$ cat src/hdl/swpm_pkg.sv
// Package for the sliding window pattern matcher.
// Holds default sizes, field widths, item kind codes and the cell control struct.
// No dependencies.
package swpm_pkg;

	localparam int MAX_PATTERN_DEF  = 32;
	localparam int ELEMENT_BITS_DEF = 16;
	localparam int PLEN_W           = 6;
	localparam int PIDX_W           = 5;

	localparam logic KIND_PATTERN = 1'b0;
	localparam logic KIND_TEXT    = 1'b1;

	typedef struct packed {
		logic shift;
		logic rot_up;
		logic rot_dn;
	} cell_ctrl_t;

endpackage

$ cat src/hdl/swpm_if.sv
// Channel interfaces of the sliding window pattern matcher: input items and results.
// Depends on swpm_pkg for field widths.
interface swpm_in_if #(
	parameter int ELEMENT_BITS = swpm_pkg::ELEMENT_BITS_DEF
);
	logic                            valid;
	logic                            ready;
	logic                            kind;
	logic [ELEMENT_BITS-1:0]         element;
	logic [swpm_pkg::PIDX_W-1:0]     pattern_index;
	logic                            first_of_text;
	logic                            last_of_text;

	modport source (
		output valid, kind, element, pattern_index, first_of_text, last_of_text,
		input  ready
	);
	modport sink (
		input  valid, kind, element, pattern_index, first_of_text, last_of_text,
		output ready
	);
endinterface

interface swpm_out_if;
	logic valid;
	logic ready;
	logic match_here;
	logic found;
	logic is_final;

	modport source (
		output valid, match_here, found, is_final,
		input  ready
	);
	modport sink (
		input  valid, match_here, found, is_final,
		output ready
	);
endinterface

$ cat src/hdl/swpm_cell.sv
// One cell of the matcher chain: a text window slot and a pattern slot with its comparator.
// Depends on swpm_pkg for the cell control struct.
module swpm_cell #(
	parameter int ELEMENT_BITS = swpm_pkg::ELEMENT_BITS_DEF
) (
	input  logic                       clk,
	input  swpm_pkg::cell_ctrl_t       ctrl,
	input  logic                       active,
	input  logic                       load_en,
	input  logic [ELEMENT_BITS-1:0]    load_data,
	input  logic [ELEMENT_BITS-1:0]    win_prev,
	input  logic [ELEMENT_BITS-1:0]    pat_lo,
	input  logic [ELEMENT_BITS-1:0]    pat_hi,
	output logic [ELEMENT_BITS-1:0]    win_q,
	output logic [ELEMENT_BITS-1:0]    pat_q,
	output logic                       ok
);
	import swpm_pkg::*;

	always_ff @(posedge clk) begin
		if (ctrl.shift) begin
			win_q <= win_prev;
		end
	end

	always_ff @(posedge clk) begin
		priority if (load_en) begin
			pat_q <= load_data;
		end else if (ctrl.rot_up) begin
			pat_q <= pat_lo;
		end else if (ctrl.rot_dn) begin
			pat_q <= pat_hi;
		end else begin
			pat_q <= pat_q;
		end
	end

	assign ok = !active || (win_q == pat_q);

endmodule

$ cat src/hdl/sliding_window_pattern_match_core.sv
// Sliding window pattern matcher. Pattern elements are loaded by index, then text elements
// stream through a chain of cells that compares the whole window with the pattern at once.
// The result of a text element passes the stage register valid_s1 and the output register
// before it is offered, and a new element can transfer while earlier ones are in flight unless
// the output stalls; pattern loads give no result. Every cell keeps its pattern slot aligned to
// the current length, so after a length write the chain rotates one place per cycle once no
// text element is in valid_s1, with input ready held low, until it has rotated as many places
// as the length changed (at most MAX_PATTERN - 1). Depends on swpm_pkg, swpm_if and swpm_cell.
module sliding_window_pattern_match_core #(
	parameter int MAX_PATTERN  = swpm_pkg::MAX_PATTERN_DEF,
	parameter int ELEMENT_BITS = swpm_pkg::ELEMENT_BITS_DEF
) (
	input  logic                          clk,
	input  logic                          arst_n,
	swpm_in_if.sink                       items,
	swpm_out_if.source                    results,
	input  logic                          cfg_we,
	input  logic [swpm_pkg::PLEN_W-1:0]   cfg_wdata
);
	import swpm_pkg::*;

	localparam int LW = $clog2(MAX_PATTERN + 1);

	logic [LW-1:0]           mt_q;
	logic [LW-1:0]           ma_q;
	logic [LW-1:0]           seen_q;
	logic                    found_q;
	logic                    valid_s1;
	logic                    first_s1;
	logic                    last_s1;
	logic                    out_valid_q;
	logic                    match_q;
	logic                    found_out_q;
	logic                    final_q;

	logic                    aligned;
	logic                    adv;
	logic                    acc;
	logic                    text_acc;
	logic                    hit;
	logic                    found_new;
	logic [LW-1:0]           len_eff;
	cell_ctrl_t              ctrl;
	logic [MAX_PATTERN-1:0]  load_en;
	logic [MAX_PATTERN-1:0]  active;
	logic [MAX_PATTERN-1:0]  ok;
	logic [ELEMENT_BITS-1:0] win [MAX_PATTERN];
	logic [ELEMENT_BITS-1:0] pat [MAX_PATTERN];

	assign aligned      = (ma_q == mt_q);
	assign adv          = !out_valid_q || results.ready;
	assign items.ready  = aligned && (!valid_s1 || adv);
	assign acc          = items.valid && items.ready;
	assign text_acc     = acc && (items.kind == KIND_TEXT);

	assign ctrl.shift   = text_acc;
	assign ctrl.rot_up  = !aligned && !valid_s1 && (mt_q > ma_q);
	assign ctrl.rot_dn  = !aligned && !valid_s1 && (mt_q < ma_q);

	always_comb begin
		if (cfg_wdata == '0) begin
			len_eff = LW'(1);
		end else if (int'(cfg_wdata) > MAX_PATTERN) begin
			len_eff = LW'(MAX_PATTERN);
		end else begin
			len_eff = LW'(cfg_wdata);
		end
	end

	always_comb begin
		int d;
		d = int'(ma_q) - 1 - int'(items.pattern_index);
		if (d < 0) begin
			d = d + MAX_PATTERN;
		end
		for (int i = 0; i < MAX_PATTERN; i++) begin
			load_en[i] = acc && (items.kind == KIND_PATTERN)
				&& (int'(items.pattern_index) < MAX_PATTERN) && (d == i);
			active[i]  = i < int'(ma_q);
		end
	end

	for (genvar g = 0; g < MAX_PATTERN; g++) begin : g_cell
		swpm_cell #(
			.ELEMENT_BITS(ELEMENT_BITS)
		) u_cell (
			.clk      (clk),
			.ctrl     (ctrl),
			.active   (active[g]),
			.load_en  (load_en[g]),
			.load_data(items.element),
			.win_prev ((g == 0) ? items.element : win[(g + MAX_PATTERN - 1) % MAX_PATTERN]),
			.pat_lo   (pat[(g + MAX_PATTERN - 1) % MAX_PATTERN]),
			.pat_hi   (pat[(g + 1) % MAX_PATTERN]),
			.win_q    (win[g]),
			.pat_q    (pat[g]),
			.ok       (ok[g])
		);
	end

	assign hit       = (seen_q >= ma_q) && (&ok);
	assign found_new = (first_s1 ? 1'b0 : found_q) | hit;

	always_ff @(posedge clk or negedge arst_n) begin
		if (!arst_n) begin
			mt_q <= LW'(1);
			ma_q <= LW'(1);
		end else begin
			if (cfg_we) begin
				mt_q <= len_eff;
			end
			if (ctrl.rot_up) begin
				ma_q <= ma_q + LW'(1);
			end else if (ctrl.rot_dn) begin
				ma_q <= ma_q - LW'(1);
			end
		end
	end

	always_ff @(posedge clk or negedge arst_n) begin
		if (!arst_n) begin
			seen_q <= '0;
		end else if (text_acc) begin
			if (items.first_of_text) begin
				seen_q <= LW'(1);
			end else if (seen_q != LW'(MAX_PATTERN)) begin
				seen_q <= seen_q + LW'(1);
			end
		end
	end

	always_ff @(posedge clk or negedge arst_n) begin
		if (!arst_n) begin
			valid_s1 <= 1'b0;
		end else if (!valid_s1 || adv) begin
			valid_s1 <= text_acc;
		end
	end

	always_ff @(posedge clk) begin
		if (text_acc) begin
			first_s1 <= items.first_of_text;
			last_s1  <= items.last_of_text;
		end
	end

	always_ff @(posedge clk or negedge arst_n) begin
		if (!arst_n) begin
			out_valid_q <= 1'b0;
			found_q     <= 1'b0;
		end else if (adv) begin
			out_valid_q <= valid_s1;
			if (valid_s1) begin
				found_q <= found_new;
			end
		end
	end

	always_ff @(posedge clk) begin
		if (adv && valid_s1) begin
			match_q     <= hit;
			found_out_q <= found_new;
			final_q     <= last_s1;
		end
	end

	assign results.valid      = out_valid_q;
	assign results.match_here = match_q;
	assign results.found      = found_out_q;
	assign results.is_final   = final_q;

	a_accept_aligned: assert property (@(posedge clk) disable iff (!arst_n)
		acc |-> aligned)
		else $error("Item transferred while the pattern cells were being rotated.");

	a_match_implies_found: assert property (@(posedge clk) disable iff (!arst_n)
		(out_valid_q && match_q) |-> found_out_q)
		else $error("Match reported without the sticky verdict.");

	a_seen_bounded: assert property (@(posedge clk) disable iff (!arst_n)
		int'(seen_q) <= MAX_PATTERN)
		else $error("Seen count went past the window depth.");

	a_rotate_idle: assert property (@(posedge clk) disable iff (!arst_n)
		(ctrl.rot_up || ctrl.rot_dn) |-> (!valid_s1 && !acc))
		else $error("Pattern rotation overlapped a text element in flight.");

	a_stall_holds: assert property (@(posedge clk) disable iff (!arst_n)
		(valid_s1 && !adv) |=> (valid_s1 && $stable(seen_q) && $stable(found_q)))
		else $error("Stalled stage lost its item or state.");

endmodule

$ cat src/flat_wrapper.sv
// flat-port wrapper written by rule: the top's interface ports become plain ports
module sliding_window_pattern_match_core_flat import swpm_pkg::*;
#(
	parameter int MAX_PATTERN  = swpm_pkg::MAX_PATTERN_DEF,
	parameter int ELEMENT_BITS = swpm_pkg::ELEMENT_BITS_DEF
)
  (clk, arst_n, cfg_we, cfg_wdata, items_valid, items_kind, items_element, items_pattern_index, items_first_of_text, items_last_of_text, items_ready, results_valid, results_match_here, results_found, results_is_final, results_ready);
  swpm_in_if #(.ELEMENT_BITS(ELEMENT_BITS)) items_i ();
  swpm_out_if results_i ();
  input  logic clk;
  input  logic arst_n;
  input  logic cfg_we;
  input  logic [swpm_pkg::PLEN_W-1:0] cfg_wdata;
  input wire logic [$bits(items_i.valid)-1:0] items_valid;
  input wire logic [$bits(items_i.kind)-1:0] items_kind;
  input wire logic [$bits(items_i.element)-1:0] items_element;
  input wire logic [$bits(items_i.pattern_index)-1:0] items_pattern_index;
  input wire logic [$bits(items_i.first_of_text)-1:0] items_first_of_text;
  input wire logic [$bits(items_i.last_of_text)-1:0] items_last_of_text;
  output wire logic [$bits(items_i.ready)-1:0] items_ready;
  output wire logic [$bits(results_i.valid)-1:0] results_valid;
  output wire logic [$bits(results_i.match_here)-1:0] results_match_here;
  output wire logic [$bits(results_i.found)-1:0] results_found;
  output wire logic [$bits(results_i.is_final)-1:0] results_is_final;
  input wire logic [$bits(results_i.ready)-1:0] results_ready;
  assign items_i.valid = items_valid;
  assign items_i.kind = items_kind;
  assign items_i.element = items_element;
  assign items_i.pattern_index = items_pattern_index;
  assign items_i.first_of_text = items_first_of_text;
  assign items_i.last_of_text = items_last_of_text;
  assign items_ready = items_i.ready;
  assign results_valid = results_i.valid;
  assign results_match_here = results_i.match_here;
  assign results_found = results_i.found;
  assign results_is_final = results_i.is_final;
  assign results_i.ready = results_ready;
  sliding_window_pattern_match_core #(.MAX_PATTERN(MAX_PATTERN), .ELEMENT_BITS(ELEMENT_BITS)) u_core (.clk(clk), .arst_n(arst_n), .items(items_i), .results(results_i), .cfg_we(cfg_we), .cfg_wdata(cfg_wdata));
endmodule
$ cat config.mk
export PLATFORM = sky130hd
export DESIGN_NAME = sliding_window_pattern_match_core_flat
export DESIGN_NICKNAME = d
export VERILOG_FILES = /design/src/hdl/swpm_pkg.sv /design/src/hdl/swpm_if.sv /design/src/hdl/swpm_cell.sv /design/src/hdl/sliding_window_pattern_match_core.sv /design/src/flat_wrapper.sv
export SDC_FILE = /design/constraint.sdc
export NUM_CORES = 2
export LEC_CHECK = 0
export BUFFER_PORTS_ARGS = -buffer_cell sky130_fd_sc_hd__buf_2
export CAP_MARGIN = 20
export CORE_MARGIN = 5
export CORE_UTILIZATION = 40
export DETAILED_ROUTE_END_ITERATION = 12
export PLACE_DENSITY = 0.64
export REMOVE_ABC_BUFFERS = 1
export SLEW_MARGIN = 10
export SYNTH_ARGS = -nofsm -noshare
export SYNTH_HDL_FRONTEND = slang
export SYNTH_SLANG_ARGS = --single-unit
$ cat constraint.sdc
create_clock -name clk -period 29.4 [get_ports clk]
set_input_delay 5.88 -clock clk [delete_from_list [all_inputs] [get_ports clk]]
set_output_delay 5.88 -clock clk [all_outputs]
set_load 0.03 [all_outputs]
==> results.txt <==
Outcome - finished, final reports clean
Ys Warns - 0
Global-route wire length before repair - 207.5 mm
Fmax - 0.07560 GHz
Post-synthesis sequential area ratio - 0.5849
GR Util met1 - 0.2779
CTS buffer count - 110
Critical Path RT - 23.52 ns
Max VDD drop - 122.4 uV
R2R Path Start - u_core.ma_q[1]
Final Cycle Share - 0.4499
Worst-Skew Late Latency - 0.70 ns
Setup Skew - 0.02754 ns
Synth unique cells - 74
RSZ-0062 raised after global routing - no
Total core area - 0.1335 mm2
Largest fanout on the critical path - 3
Grt met2 use - 0.3183
Worst hold slack - 0.4199 ns
Largest net degree at the start of global routing - 83
CTS tree - built
Post-synth EDFFs - 1,029
Rows - 134
Share of layout cells above drive strength 1 - 0.3699
Nets@finish - 3,464
Initial Utilization - 0.4026
Top cell type by total area after synthesis - edfxtp_1
Io pins - 40
Count leader, synth - edfxtp_1
Relative slew slack - 0.1923
Max-slew violations - 0
DP Wirelength - 98.90 mm
Hold Startpoint - u_core.last_s1
Max-cap violations - 0
Number of global-route vias before repair - 29,371
Area Overhead vs Synth - 9.635%
Detailed Route WL - 143.6 mm
Initial DRC count - 2,822
Most used DFF post-synth - edfxtp_1
H-tree levels - 3
Clock Pin Slew Worst Setup and Hold Paths - 0.06 ns
Root buffer cell - clkbuf_16
Vias per cell - 5.558
Vias - 29,228
Global Route met3 Usage - 0.02992
Final min period - 13.23 ns
FILL cells - 11,890
FFs w/ async S/R, synth - 0.02000
GRT Residual Overflow - 0
Clock buffer depth - 3
Mean post-synth cell area - 15.89 um2
Die Width - 376.5 um
Top post-synthesis cells by area - edfxtp_1, mux2_2, mux2_4, xnor2_1, xor2_1
Worst EP arrival - 7.35 ns
Leakage - 21.65 nW
Post-synthesis cell area - 0.05373 mm2
Post_cts resized - 0
Yosys reg bits - 1,050
Reg2reg setup slack - 21.43 ns
Routed len/inst - 27.31 um
Remaining DRCs - 0
Global route hottest layer - met2
Synth cell count leaders - edfxtp_1, mux2_2, xnor2_1
Die area - 0.1418 mm2
GP Congestion - 0.8477
Startpoint types - input port
Die Y-Extent - 376.5 um
P per Cell Area - 110.7 mW/mm2
Setup_tns - 0 ns
Port Buf Inserts - 39
Setup Buffers After CTS - 0
Worst Setup SP - results_ready
Post-synth top area share - 0.5751
Antenna violations before repair - 5
Worst-Margin Slew - 1.200 ns
CTS sink cnt - 1,050
Antenna Nets Post-Route - 0
GRT Total Usage - 0.1968
Final setup vio count - 0
Drt first pass iters - 5
Crit Path Class - input port to output port
Post-synthesis cell count - 3,381
CP Capture Type - output port
Final Hold Viols - 0
Hold Buf Count CTS - 0
Hold Crit Class - register to register
==> metrics by stage <==
step                cells  utilization  power, mW  setup WS, ns  cell area, um2
floorplan            3208            -      4.590         6.759           52800
global placement     5048       0.4158      5.128         16.21           55500
detailed placement   5048       0.4158      5.192         16.22           55500
CTS                  5252       0.4410      6.531         16.21           58860
global route         5255       0.4413      6.811         16.12           58900
finish               5259       0.4414      6.522         16.17           58910
==> state kept, by name (all words and copies together) (netlist names) <==
| name | cells |
|---|---|
| u_core.found_q | 1 |
| u_core.results.valid | 1 |
| u_core.results.match_here | 1 |
| u_core.first_s1 | 1 |
| u_core.seen_q | 6 |
| u_core.valid_s1 | 1 |
| u_core.g_cell.u_cell.pat_q | 512 |
| u_core.last_s1 | 1 |
| u_core.results.found | 1 |
| u_core.mt_q | 6 |
| u_core.ma_q | 6 |
| u_core.results.is_final | 1 |
| u_core.g_cell.u_cell.win_q | 512 |
==> path summary, 6_finish.rpt <==
path                       cells after the start                                end
setup / recovery                               5                        items_ready
min in group asynchronous                      1                     u_core.mt_q[1]
hold / removal                                 0            u_core.results.is_final
setup reg to reg                              18  u_core.g_cell[17].u_cell.pat_q[5]
hold reg to reg                                0            u_core.results.is_final
max in group asynchronous                      1                     u_core.found_q
==> layout by cell type (no fill, tap or decap), types with 32 or more instances in the layout <==
cell type / count
ha_1: 33
xor2_1: 243
nand4_1: 88
mux2_4: 270
buf_2: 40
a21oi_1: 51
buf_4: 33
nand2_1: 85
mux2_2: 747
xnor2_1: 280
clkbuf_1: 32
clkbuf_16: 112
nor4_1: 85
edfxtp_1: 1029
==> kinds of logic after synthesis <==
family                   synth area share
AO/OA/AOI/OAI                     0.01709
multiplexers                       0.2346
buffers and inverters             0.01940
adder cells (fa/ha/maj)          0.008057
XOR/XNOR                          0.08525
AND/OR/NAND/NOR                   0.05069
flip-flops                         0.5849
==> layout make-up <==
type                       count  area [um2]  share of cell area
sequential                  1050       31430              0.5335
multi-input combinational   2129       21310              0.3617
clock buffer                 148        2978             0.05055
tap                         1768        2212             0.03755
timing repair buffer          75       483.0            0.008198
clock inverter                56       385.4            0.006542
inverter                      29       108.9            0.001848
antenna                        4       10.01           0.0001699
==> where the power goes <==
group          leakage, nW  internal, mW  switching, mW
Sequential            10.6          2.23          0.539
Clock                 1.65         0.742          0.592
Combinational         9.44          1.36           1.06
==> critical path, stage by stage <==
cell and delay, ns:
buf_2 0.13, nand2b_1 0.17, nor2_1 0.08, nor3_1 0.74, buf_2 0.34
==> per-layer routing <==
layer  vias to the layer above  share of wire  wire, um
met5                         -              0         0
met2                       956           0.47     67640
li1                      12994              -         -
met4                         0          0.024      3462
met3                       205          0.060      8565
met1                     15073           0.45     63950
No activity file was read; power rests on OpenSTA's default activity.
